==> config.mk <==
export PLATFORM = sky130hd
export DESIGN_NAME = ring_byte_fifo_allocator
export DESIGN_NICKNAME = d
export VERILOG_FILES = /design/src/rtl/rbfa_pkg.sv /design/src/rtl/ring_byte_fifo_allocator.sv
export VERILOG_INCLUDE_DIRS = /design/src /design/src/rtl
export SDC_FILE = /design/constraint.sdc
export NUM_CORES = 1
export LEC_CHECK = 0
export BUFFER_PORTS_ARGS = -buffer_cell sky130_fd_sc_hd__buf_4
export CELL_PAD_IN_SITES_DETAIL_PLACEMENT = 1
export CELL_PAD_IN_SITES_GLOBAL_PLACEMENT = 1
export CORE_AREA = 2 2 200 202
export CTS_BUF_LIST = sky130_fd_sc_hd__clkbuf_16
export DETAILED_ROUTE_END_ITERATION = 7
export DIE_AREA = 0 0 202 204
export GPL_TIMING_DRIVEN = 0
export HOLD_SLACK_MARGIN = 0.08
export PLACE_DENSITY = 0.81
export SLEW_MARGIN = 20
export SYNTH_ARGS = -nofsm -noshare
export SYNTH_HDL_FRONTEND = slang
export SYNTH_SLANG_ARGS = --single-unit
==> constraint.sdc <==
create_clock -name clk -period 21.1 [get_ports clk]
set_clock_uncertainty 0.15 [all_clocks]
set_input_delay 1.055 -clock clk [delete_from_list [all_inputs] [get_ports clk]]
set_output_delay 1.055 -clock clk [all_outputs]
set_load 0.01 [all_outputs]
==> src/rtl/ring_byte_fifo_allocator_macros.svh <==
// assertion macros for the ring byte allocator
`ifndef RING_BYTE_FIFO_ALLOCATOR_MACROS_SVH
`define RING_BYTE_FIFO_ALLOCATOR_MACROS_SVH

// same-cycle implication, checked outside reset
`define RBFA_ASSERT_IMP(lbl, ante, cons) \
  lbl: assert property (@(posedge clk) disable iff (!rst_n) (ante) |-> (cons)) \
    else $error("rbfa check failed");

// next-cycle implication, checked outside reset
`define RBFA_ASSERT_NXT(lbl, ante, cons) \
  lbl: assert property (@(posedge clk) disable iff (!rst_n) (ante) |=> (cons)) \
    else $error("rbfa check failed");

`endif

==> src/rtl/rbfa_pkg.sv <==
// shared types, constants and size helper for the ring byte allocator
package rbfa_pkg;

  localparam int LINE_BYTES       = 64;
  localparam int LINE_LOG2        = $clog2(LINE_BYTES);
  localparam int MAX_BUFFER_BYTES = 1048576;
  localparam int HEAD_LIMIT       = 1048576;
  localparam int SIZE_CAP         = (MAX_BUFFER_BYTES < HEAD_LIMIT) ?
                                    MAX_BUFFER_BYTES : HEAD_LIMIT;
  localparam int RESET_BUFFER     = 65536;

  typedef enum logic [1:0] {
    KIND_ALLOC   = 2'd0,
    KIND_UNSPLIT = 2'd1,
    KIND_FREE    = 2'd2,
    KIND_QUERY   = 2'd3
  } kind_t;

  typedef struct packed {
    logic [1:0]  fragment_count;
    logic [19:0] first_offset;
    logic [20:0] first_length;
    logic        second_offset;
    logic [20:0] second_length;
    logic [5:0]  align_padding;
    logic [20:0] end_padding;
    logic        fits;
    logic        no_space_error;
    logic [20:0] free_bytes;
  } result_t;

  // cap, round down to the line size, floor at one line
  function automatic logic [20:0] eff_size(input logic [20:0] req);
    logic [20:0] s;
    s = req;
    if (s > 21'(SIZE_CAP)) s = 21'(SIZE_CAP);
    s = (s >> LINE_LOG2) << LINE_LOG2;
    if (s < 21'(LINE_BYTES)) s = 21'(LINE_BYTES);
    return s;
  endfunction

  localparam logic [20:0] RESET_SIZE = eff_size(21'(RESET_BUFFER));

endpackage

==> src/rtl/ring_byte_fifo_allocator.sv <==
// Ring byte allocator: an input register, one pass of allocation logic, a result register.
// A beat passes from the input register to the result register, which drives out_valid.
// One beat per cycle while out_stall is low; the head/free-space update is registered as each beat advances.
// Under out_stall the input register takes one more beat, then in_stall rises.
// Synchronous active-low reset: head 0, free space 64 KiB, buffer size 64 KiB, pipeline empty.
// A cfg write reloads the size and reinitializes head and free space.
`include "ring_byte_fifo_allocator_macros.svh"

module ring_byte_fifo_allocator (
  input  logic        clk,
  input  logic        rst_n,
  input  logic        cfg_wr_en,
  input  logic [20:0] cfg_wr_data,
  input  logic        in_valid,
  output logic        in_stall,
  input  logic [1:0]  in_kind,
  input  logic [20:0] in_byte_count,
  output logic        out_valid,
  input  logic        out_stall,
  output logic [1:0]  out_fragment_count,
  output logic [19:0] out_first_offset,
  output logic [20:0] out_first_length,
  output logic        out_second_offset,
  output logic [20:0] out_second_length,
  output logic [5:0]  out_align_padding,
  output logic [20:0] out_end_padding,
  output logic        out_fits,
  output logic        out_no_space_error,
  output logic [20:0] out_free_bytes
);

  logic                   s1_valid_r;
  logic [1:0]             s1_kind_r;
  logic [20:0]            s1_bytes_r;
  logic                   out_valid_r;
  rbfa_pkg::result_t      res_r, res_nxt;
  logic [20:0]            size_r;
  logic [19:0]            head_r, head_nxt;
  logic [20:0]            free_r, free_nxt;
  logic                   out_free;
  logic                   advance;

  logic [21:0] hb;
  logic [20:0] pad_end;
  logic [21:0] total;
  logic [22:0] nh;
  logic [21:0] second_len;
  logic [21:0] first_len;
  logic [21:0] nh_wrap;
  logic [21:0] aligned;
  logic [21:0] padding;
  logic [22:0] charge;
  logic [21:0] free_sum;
  logic        wrap;

  assign out_free = !out_valid_r || !out_stall;
  assign advance  = s1_valid_r && out_free;
  assign in_stall = s1_valid_r && !out_free;

  always_comb begin
    hb         = 22'(head_r) + 22'(s1_bytes_r);
    pad_end    = '0;
    if (s1_kind_r == rbfa_pkg::KIND_UNSPLIT && s1_bytes_r != '0 && hb >= 22'(size_r)) begin
      pad_end = size_r - 21'(head_r);
    end
    total      = 22'(s1_bytes_r) + 22'(pad_end);
    nh         = 23'(head_r) + 23'(total);
    wrap       = nh > 23'(size_r);
    second_len = wrap ? 22'(nh - 23'(size_r)) : '0;
    first_len  = total - second_len;
    nh_wrap    = wrap ? second_len : nh[21:0];
    aligned    = ((nh_wrap + 22'(rbfa_pkg::LINE_BYTES - 1)) >> rbfa_pkg::LINE_LOG2)
                 << rbfa_pkg::LINE_LOG2;
    padding    = aligned - nh_wrap;
    charge     = 23'(total) + 23'(padding);
    free_sum   = 22'(free_r) + 22'(s1_bytes_r);

    head_nxt = head_r;
    free_nxt = free_r;
    res_nxt  = '0;

    case (s1_kind_r)
      rbfa_pkg::KIND_ALLOC, rbfa_pkg::KIND_UNSPLIT: begin
        res_nxt.fits = 22'(free_r) > total;
        if (total != '0) begin
          if (22'(free_r) <= total) begin
            res_nxt.no_space_error = 1'b1;
          end else begin
            free_nxt = (23'(free_r) > charge) ? 21'(23'(free_r) - charge) : '0;
            head_nxt = (aligned >= 22'(size_r)) ? '0 : aligned[19:0];
            res_nxt.fragment_count = wrap ? 2'd2 : 2'd1;
            res_nxt.first_offset   = head_r;
            res_nxt.first_length   = first_len[20:0];
            res_nxt.second_length  = second_len[20:0];
            res_nxt.align_padding  = padding[5:0];
            res_nxt.end_padding    = pad_end;
          end
        end
      end
      rbfa_pkg::KIND_FREE: begin
        free_nxt = (free_sum > 22'(size_r)) ? size_r : free_sum[20:0];
      end
      default: begin
        res_nxt.fits = free_r > s1_bytes_r;
      end
    endcase
    res_nxt.free_bytes = free_nxt;
  end

  always_ff @(posedge clk) begin
    if (!rst_n) begin
      s1_valid_r  <= 1'b0;
      out_valid_r <= 1'b0;
      size_r      <= rbfa_pkg::RESET_SIZE;
      head_r      <= '0;
      free_r      <= rbfa_pkg::RESET_SIZE;
    end else begin
      if (!in_stall) begin
        s1_valid_r <= in_valid;
      end
      if (out_free) begin
        out_valid_r <= s1_valid_r;
      end
      if (cfg_wr_en) begin
        size_r <= rbfa_pkg::eff_size(cfg_wr_data);
        head_r <= '0;
        free_r <= rbfa_pkg::eff_size(cfg_wr_data);
      end else if (advance) begin
        head_r <= head_nxt;
        free_r <= free_nxt;
      end
    end
  end

  always_ff @(posedge clk) begin
    if (in_valid && !in_stall) begin
      s1_kind_r  <= in_kind;
      s1_bytes_r <= in_byte_count;
    end
    if (advance) begin
      res_r <= res_nxt;
    end
  end

  assign out_valid          = out_valid_r;
  assign out_fragment_count = res_r.fragment_count;
  assign out_first_offset   = res_r.first_offset;
  assign out_first_length   = res_r.first_length;
  assign out_second_offset  = res_r.second_offset;
  assign out_second_length  = res_r.second_length;
  assign out_align_padding  = res_r.align_padding;
  assign out_end_padding    = res_r.end_padding;
  assign out_fits           = res_r.fits;
  assign out_no_space_error = res_r.no_space_error;
  assign out_free_bytes     = res_r.free_bytes;

  `RBFA_ASSERT_IMP(a_free_within_size, 1'b1, free_r <= size_r)
  `RBFA_ASSERT_IMP(a_head_aligned, 1'b1, head_r < size_r[19:0] || size_r[20])
  `RBFA_ASSERT_IMP(a_error_no_frag, out_valid_r && res_r.no_space_error,
                   res_r.fragment_count == 2'd0)
  `RBFA_ASSERT_IMP(a_wrap_has_tail, out_valid_r && res_r.fragment_count == 2'd2,
                   res_r.second_length != '0)
  `RBFA_ASSERT_NXT(a_stall_holds_s1, in_stall && !cfg_wr_en, s1_valid_r)

endmodule

==> metrics.yaml, run 1 <==
clocking:
  cts_buffers: 17
  clk_pin_slew_ns: 0.07
  cts_max_path_buffers: 2
  postCtsSetupRepairBufs: 0
  h-tree-depth: 4
  insertion_delay_ns: 0.51
  cts_num_sinks: 177
  cts_tree: "done"
  cts_root_buf: "clkbuf_16"
power:
  p_per_area_nw_per_um2: 109
  ir_worst_vdd_uv: 89.1
  power_leakage_nw: 8.82
logic_synthesis:
  syn_inst: 2011
  synthFlopType: "edfxtp_1"
  synthArstFlopShare_pct: 0
  synth-edff-count: 125
  synth-seq-cells: 177
  synth_area_um2: 17400
  yosysWarnings: 0
  ys_seq_area_share_pct: 27.5
  synth.distinct_cells: 98
  synth.top_cell.area_share_pct: 21.5
  synth_area_leader_cell: "edfxtp_1"
  syn_area_per_cell_um2: 8.66
  ys_top_cells_by_area: "edfxtp_1 22%, ha_1 18%, dfxtp_1 6.0%, xnor2_1 5.5%, a21oi_1 3.8%"
worst_hold_path:
  hold_depth: 2
  min_path_type: "reg -> reg"
floorplan:
  fp.dieArea_um2: 41200
  rows: 73
  boundaryPins: 166
  die_y_um: 204
  die_width_um: 202
  core-area_um2: 39200
  start_util_pct: 44.5
critical_path:
  cp-endpoint: "out_free_bytes[9]"
  crit_top_cell: "o21ai_0"
  worstPathRequired_ns: 21.13
  critical_path_class: "reg -> reg"
  cp.arrival_ns: 19.68
  cp-start-kind: "flip-flop"
  critical-path-max-stage-delay_ns: 0.70
  worst-r2r-setup-slack_ns: 1.45
  r2r_cells: 78
  rr_endpoint: "out_free_bytes[9]"
  worstPathMaxFanout: 10
  critPathLaunch: "head_r[6]"
  cp_slowest_cell: "o41ai_2"
  cp-end-kind: "flip-flop"
  timing.rr.start: "head_r[6]"
timing:
  fmax_mhz: 50.9
  period_share_pct: 93.1
  drv_slew: 0
  rsz0062_at_grt: "false"
  worstMarginPinSlew_ns: 1.09
  max-slew-margin-rel_pct: 26.7
  fin_ws_ns: 1.45
  setup-tns-final_ns: 0
  setup_viol: 0
  min_period_ns: 19.65
  finalHoldViolCount: 0
placed_design:
  hpwl_mm: 54.2
  portBuffers: 152
  gp_congestion: 0.961
  pre_cts_ws_ns: 1.52
route:
  drtAntennaViolNets: 0
  vias_per_cell: 5.98
  first_pass_iters: 5
  num_vias: 16400
  wl_per_cell_um: 24.3
  drt_iter0_drc: 991
  routed_wl_mm: 66.4
  drc_errors: 0
grt:
  grt_max_degree: 57
  use_met1_pct: 42.8
  antenna_found_initial: 0
  use_met3_pct: 5.53
  grt-ovfl-total: 0
  grt_pass1_vias: 16700
  grt_pass1_wl_mm: 101
  track_usage_pct: 32.6
  grt_use_met2_pct: 52.9
  grt-busiest-layer: "met2"
final_layout:
  final_cell_mix: "248 x ha_1, 169 x nor2_1, 165 x buf_4"
  final_common_cell: "ha_1"
  nets: 2501
  fin_util_pct: 51.1
  area_delta_synth_final_pct: 14.9
  drive_gt1_share_pct: 12.6
  nFillCells: 4619
run_status:
  status: "finished, final reports clean"
job:
  drv_cap: 0
-- repair_timing --
item	CTS	global route
endpoints found under the setup margin	0	29
hold buffers	0	0
resized for setup	0	3
-- Yosys cell counts, types with 45 or more instances --
cell type and number:
nand3_1 48, xnor2_1 110, dfxtp_1 52, a21oi_1 134, inv_1 163, nor3_1 45, ha_1 248, nor2_1 169
edfxtp_1 125, a21o_1 62, nand2_1 155, o21ai_0 114
-- sequential cells by signal, indices dropped and copies added, names as in the netlist --
signal and count:
s1_bytes_r 21, out_second_length 21, free_r 21, out_first_length 21, out_no_space_error 1, size_r 15
out_end_padding 15, head_r 14, s1_valid_r 1, out_first_offset 14, out_fragment_count 2, out_align_padding 6
out_fits 1, out_free_bytes 21, out_valid 1, s1_kind_r 2
-- kinds of logic after synthesis --
kind of cell             after synthesis  synth area share (%)
adder cells (fa/ha/maj)              255                  18.6
multiplexers                          38                  2.33
buffers and inverters                224                  5.31
AO/OA/AOI/OAI                        547                  21.1
flip-flops                           177                  27.5
XOR/XNOR                             151                  7.59
other                                  2                0.0431
AND/OR/NAND/NOR                      617                  17.5
-- worst min path at each step --
stage,from,end,slack (ns)
floorplan,s1_valid_r,out_valid,0.32
global route,head_r[7],head_r[7],0.40
global placement,s1_valid_r,out_valid,0.35
detailed placement,head_r[7],head_r[7],0.36
CTS,head_r[7],head_r[7],0.37
finish,head_r[7],head_r[7],0.39
-- stage by stage --
step           cell area, um2  hold WS (ns)  total power [W]  instances
2_1_floorplan           17500         0.322          0.00144       2023
4_1_cts                 20000         0.370          0.00217       2735
3_3_place_gp            19300         0.345          0.00179       2700
6_report                20000         0.386          0.00219       2736
3_5_place_dp            19400         0.358          0.00182       2703
5_1_grt                 20000         0.401          0.00235       2735
-- routing by layer --
| metal | up-vias | wire length, um |
|---|---|---|
| met3 | 113 | 3710 |
| li1 | 7599 | - |
| met1 | 8138 | 29800 |
| met5 | - | 0 |
| met4 | 0 | 2770 |
| met2 | 512 | 30200 |
-- power breakdown --
group	internal [W]	switching (W)
logic	0.000565	0.000871
clock network	0.000180	0.000160
registers	0.000390	0.0000212
total	0.00114	0.00105
-- critical path, delay by kind of cell, from the launching register on --
kind,cells,cell delay (ns)
AO/OA/AOI/OAI,37,7.98
AND/OR/NAND/NOR,16,3.54
adder cells (fa/ha/maj),10,3.26
buffers and inverters,9,2.38
XOR/XNOR,5,1.07
flip-flops,1,0.57
multiplexers,1,0.30
-- final cells by class --
type | count | area (um2) | share of cell area, %
Sequential cell | 177 | 4790 | 24.0
Clock buffer | 19 | 475 | 2.38
Buffer | 58 | 308 | 1.54
Multi-Input combinational cell | 1622 | 11800 | 58.9
Tap cell | 525 | 657 | 3.28
Inverter | 166 | 623 | 3.11
Clock inverter | 13 | 138 | 0.688
Timing Repair Buffer | 155 | 1220 | 6.08
Antenna cell | 1 | 2.50 | 0.0125
(Power assumes the default switching activity.)
==> run 2: changes to the inputs <==
--- a/config.mk
+++ b/config.mk
@@ -9,13 +9,13 @@
 export BUFFER_PORTS_ARGS = -buffer_cell sky130_fd_sc_hd__buf_4
 export CELL_PAD_IN_SITES_DETAIL_PLACEMENT = 1
 export CELL_PAD_IN_SITES_GLOBAL_PLACEMENT = 1
-export CORE_AREA = 2 2 200 202
+export CORE_AREA = 2 2 196 198
 export CTS_BUF_LIST = sky130_fd_sc_hd__clkbuf_16
 export DETAILED_ROUTE_END_ITERATION = 7
-export DIE_AREA = 0 0 202 204
+export DIE_AREA = 0 0 198 200
 export GPL_TIMING_DRIVEN = 0
 export HOLD_SLACK_MARGIN = 0.08
-export PLACE_DENSITY = 0.81
+export PLACE_DENSITY = 0.84
 export SLEW_MARGIN = 20
 export SYNTH_ARGS = -nofsm -noshare
 export SYNTH_HDL_FRONTEND = slang
==> run 2 against run 1 <==
Net effect:
- hold slack gained 0.0047 ns
- cell count fell by 0.55%
- sequential power barely moved
- worst setup slack worse by 0.46 ns
- largest power group unchanged
- first-iteration DRC count rose by 32%
- clock-buffer cell count shrank 1
- non-clock buffer count is the same
- combinational power about the same
- final area down 0.39%
==> metrics.yaml, run 2 (same netlist as run 1, synthesis figures left out) <==
run_status:
  status: "finished, final reports clean"  # unchanged
power:
  p_clk_share_pct: 14.8  # was 15.5%
  combPwrFrac_pct: 66.3  # was 65.6%
  ir_worst_vdd_uv: 93.7  # was 89.1 uV
  internal_power_w: 0.00112  # was 0.00114 W
  power_leakage_nw: 8.80  # was 8.82 nW
  p_sw_share_pct: 48.5  # was 48.1%
  power.switching_w: 0.00105  # about the same
  p_per_area_nw_per_um2: 109  # about the same
  seqPwrFrac_pct: 18.9  # was 18.8%
final_layout:
  final_common_cell: "ha_1"  # unchanged
  area_delta_synth_final_pct: 14.4  # was 14.9%
  drive_gt1_share_pct: 12.5  # was 12.6%
  antenna_cells: 0  # was 1
  final_cell_mix: "248 x ha_1, 169 x nor2_1, 165 x buf_4"  # unchanged
  nFillCells: 4451  # was 4619
  postLayoutCellArea_um2: 19900  # was 20000 um2
  nets: 2501  # unchanged
grt:
  grt_pass1_vias: 16900  # was 16700
  track_usage_pct: 33.7  # was 32.6%
  antenna_found_initial: 0  # unchanged
  grt-ovfl-total: 0  # unchanged
  grt_max_degree: 57  # unchanged
  grt_pass1_wl_mm: 98.6  # was 101 mm
clocking:
  cts_root_buf: "clkbuf_16"  # unchanged
  h-tree-depth: 4  # unchanged
  cts_max_path_buffers: 2  # unchanged
  cts_num_sinks: 177  # unchanged
  cts_tree: "done"  # unchanged
  insertion_delay_ns: 0.52  # was 0.51 ns
  cts_hold_buf: 0  # unchanged
  cts_buffers: 17  # unchanged
  clk_pin_slew_ns: 0.07  # about the same
floorplan:
  start_util_pct: 46.6  # was 44.5%
  fp.dieArea_um2: 39600  # was 41200 um2
  die_width_um: 198  # was 202 um
  die_y_um: 200  # was 204 um
  core-area_um2: 37400  # was 39200 um2
  rows: 71  # was 73
  boundaryPins: 166  # unchanged
job:
  drv_cap: 0  # unchanged
critical_path:
  cp-start-kind: "flip-flop"  # unchanged
  cp-end-kind: "flip-flop"  # unchanged
  critical_path_class: "reg -> reg"  # unchanged
  crit_top_cell: "o21ai_0"  # unchanged
  worstPathRequired_ns: 21.16  # was 21.13 ns
  crit_family: "compound AO/OA/AOI/OAI gates"  # unchanged
  cp_slowest_cell: "o41ai_2"  # unchanged
  cp_num_buf_inv: 9  # unchanged
  cp.arrival_ns: 20.18  # was 19.68 ns
  worstPathMaxFanout: 10  # unchanged
  critical-path-max-stage-delay_ns: 0.67  # was 0.70 ns
  worst-r2r-setup-slack_ns: 0.99  # was 1.45 ns
timing:
  period_share_pct: 95.3  # was 93.1%
  drv_slew: 0  # unchanged
  fmax_mhz: 49.7  # was 50.9 MHz
  rsz0062_at_grt: "false"  # unchanged
  max-slew-margin-rel_pct: 13.0  # was 26.7%
  min_period_ns: 20.11  # was 19.65 ns
  finalHoldViolCount: 0  # unchanged
  setup-tns-final_ns: 0  # unchanged
  setup_viol: 0  # unchanged
  worstMarginPinSlew_ns: 1.30  # was 1.09 ns
placed_design:
  placed_area_um2: 19400  # about the same
  hpwl_mm: 53.2  # was 54.2 mm
  gp_congestion: 0.993  # was 0.961
  portBuffers: 152  # unchanged
worst_hold_path:
  min_path_type: "reg -> reg"  # unchanged
route:
  drc_errors: 0  # unchanged
  vias_per_cell: 6.02  # was 5.98
  first_pass_iters: 7  # was 5
  drt_iter0_drc: 1305  # was 991
  wl_per_cell_um: 24.1  # was 24.3 um
  routed_wl_mm: 65.7  # was 66.4 mm
  num_vias: 16400  # about the same
  drtAntennaViolNets: 0  # unchanged
## run 2: worst min-delay path: stages, from the launching register on
cell,delay (ns)
dfxtp_1,0.36
nand2_1,0.09
o21ai_2,0.05
## run 2: final timing paths
check             cells after the start                end           from
setup / recovery                     78  out_free_bytes[7]  s1_bytes_r[6]
hold / removal                        2          head_r[8]      head_r[8]
setup reg to reg                     78  out_free_bytes[7]  s1_bytes_r[6]
hold reg to reg                       2          head_r[8]      head_r[8]
## run 2: area by class of cell
class | instances | area, um2 | area share [%]
well taps | 511 | 639 | 3.21
flip-flops and latches | 177 | 4790 | 24.1
inverters | 166 | 623 | 3.13
clock buffers | 18 | 450 | 2.26
multi-input cells | 1622 | 11800 | 59.1
clock inverters | 14 | 118 | 0.590
repair buffers | 155 | 1220 | 6.10
plain buffers | 58 | 308 | 1.54
## run 2: per-layer routing
layer,vias to the layer above,global-route usage (%),wire length (um)
met5,-,0,0
met4,0,16.7,3210
met3,152,7.36,4520
met2,552,54.6,29700
met1,8074,42.6,28200
li1,7614,-,-
## run 2: through the flow
| step | utilization [%] | total power [W] | hold slack [ns] | setup WS, ns | std cells |
|---|---|---|---|---|---|
| after floorplan | - | 0.00144 | 0.322 | 5.97 | 2023 |
| after global placement | 51.5 | 0.00178 | 0.345 | 1.82 | 2686 |
| after detailed placement | 51.8 | 0.00182 | 0.377 | 1.38 | 2689 |
| after CTS | 53.3 | 0.00215 | 0.389 | 1.21 | 2721 |
| after global routing | 53.3 | 0.00232 | 0.418 | 0.00585 | 2721 |
| final | 53.3 | 0.00217 | 0.391 | 0.987 | 2721 |
## run 2: power groups by stage
stage	Sequential, W	Clock, W	Combinational (W)
final	0.000411	0.000321	0.00144
after global routing	0.000412	0.000336	0.00157
after CTS	0.000410	0.000326	0.00142
after detailed placement	0.000418	0	0.00140
after global placement	0.000419	0	0.00136
after floorplan	0.000414	0	0.00103
## run 2: what timing repair did
| item | CTS | global route |
|---|---|---|
| buffers inserted | 0 | 0 |
| gates resized for setup | 0 | 2 |
| endpoints found under the setup margin | 0 | 18 |
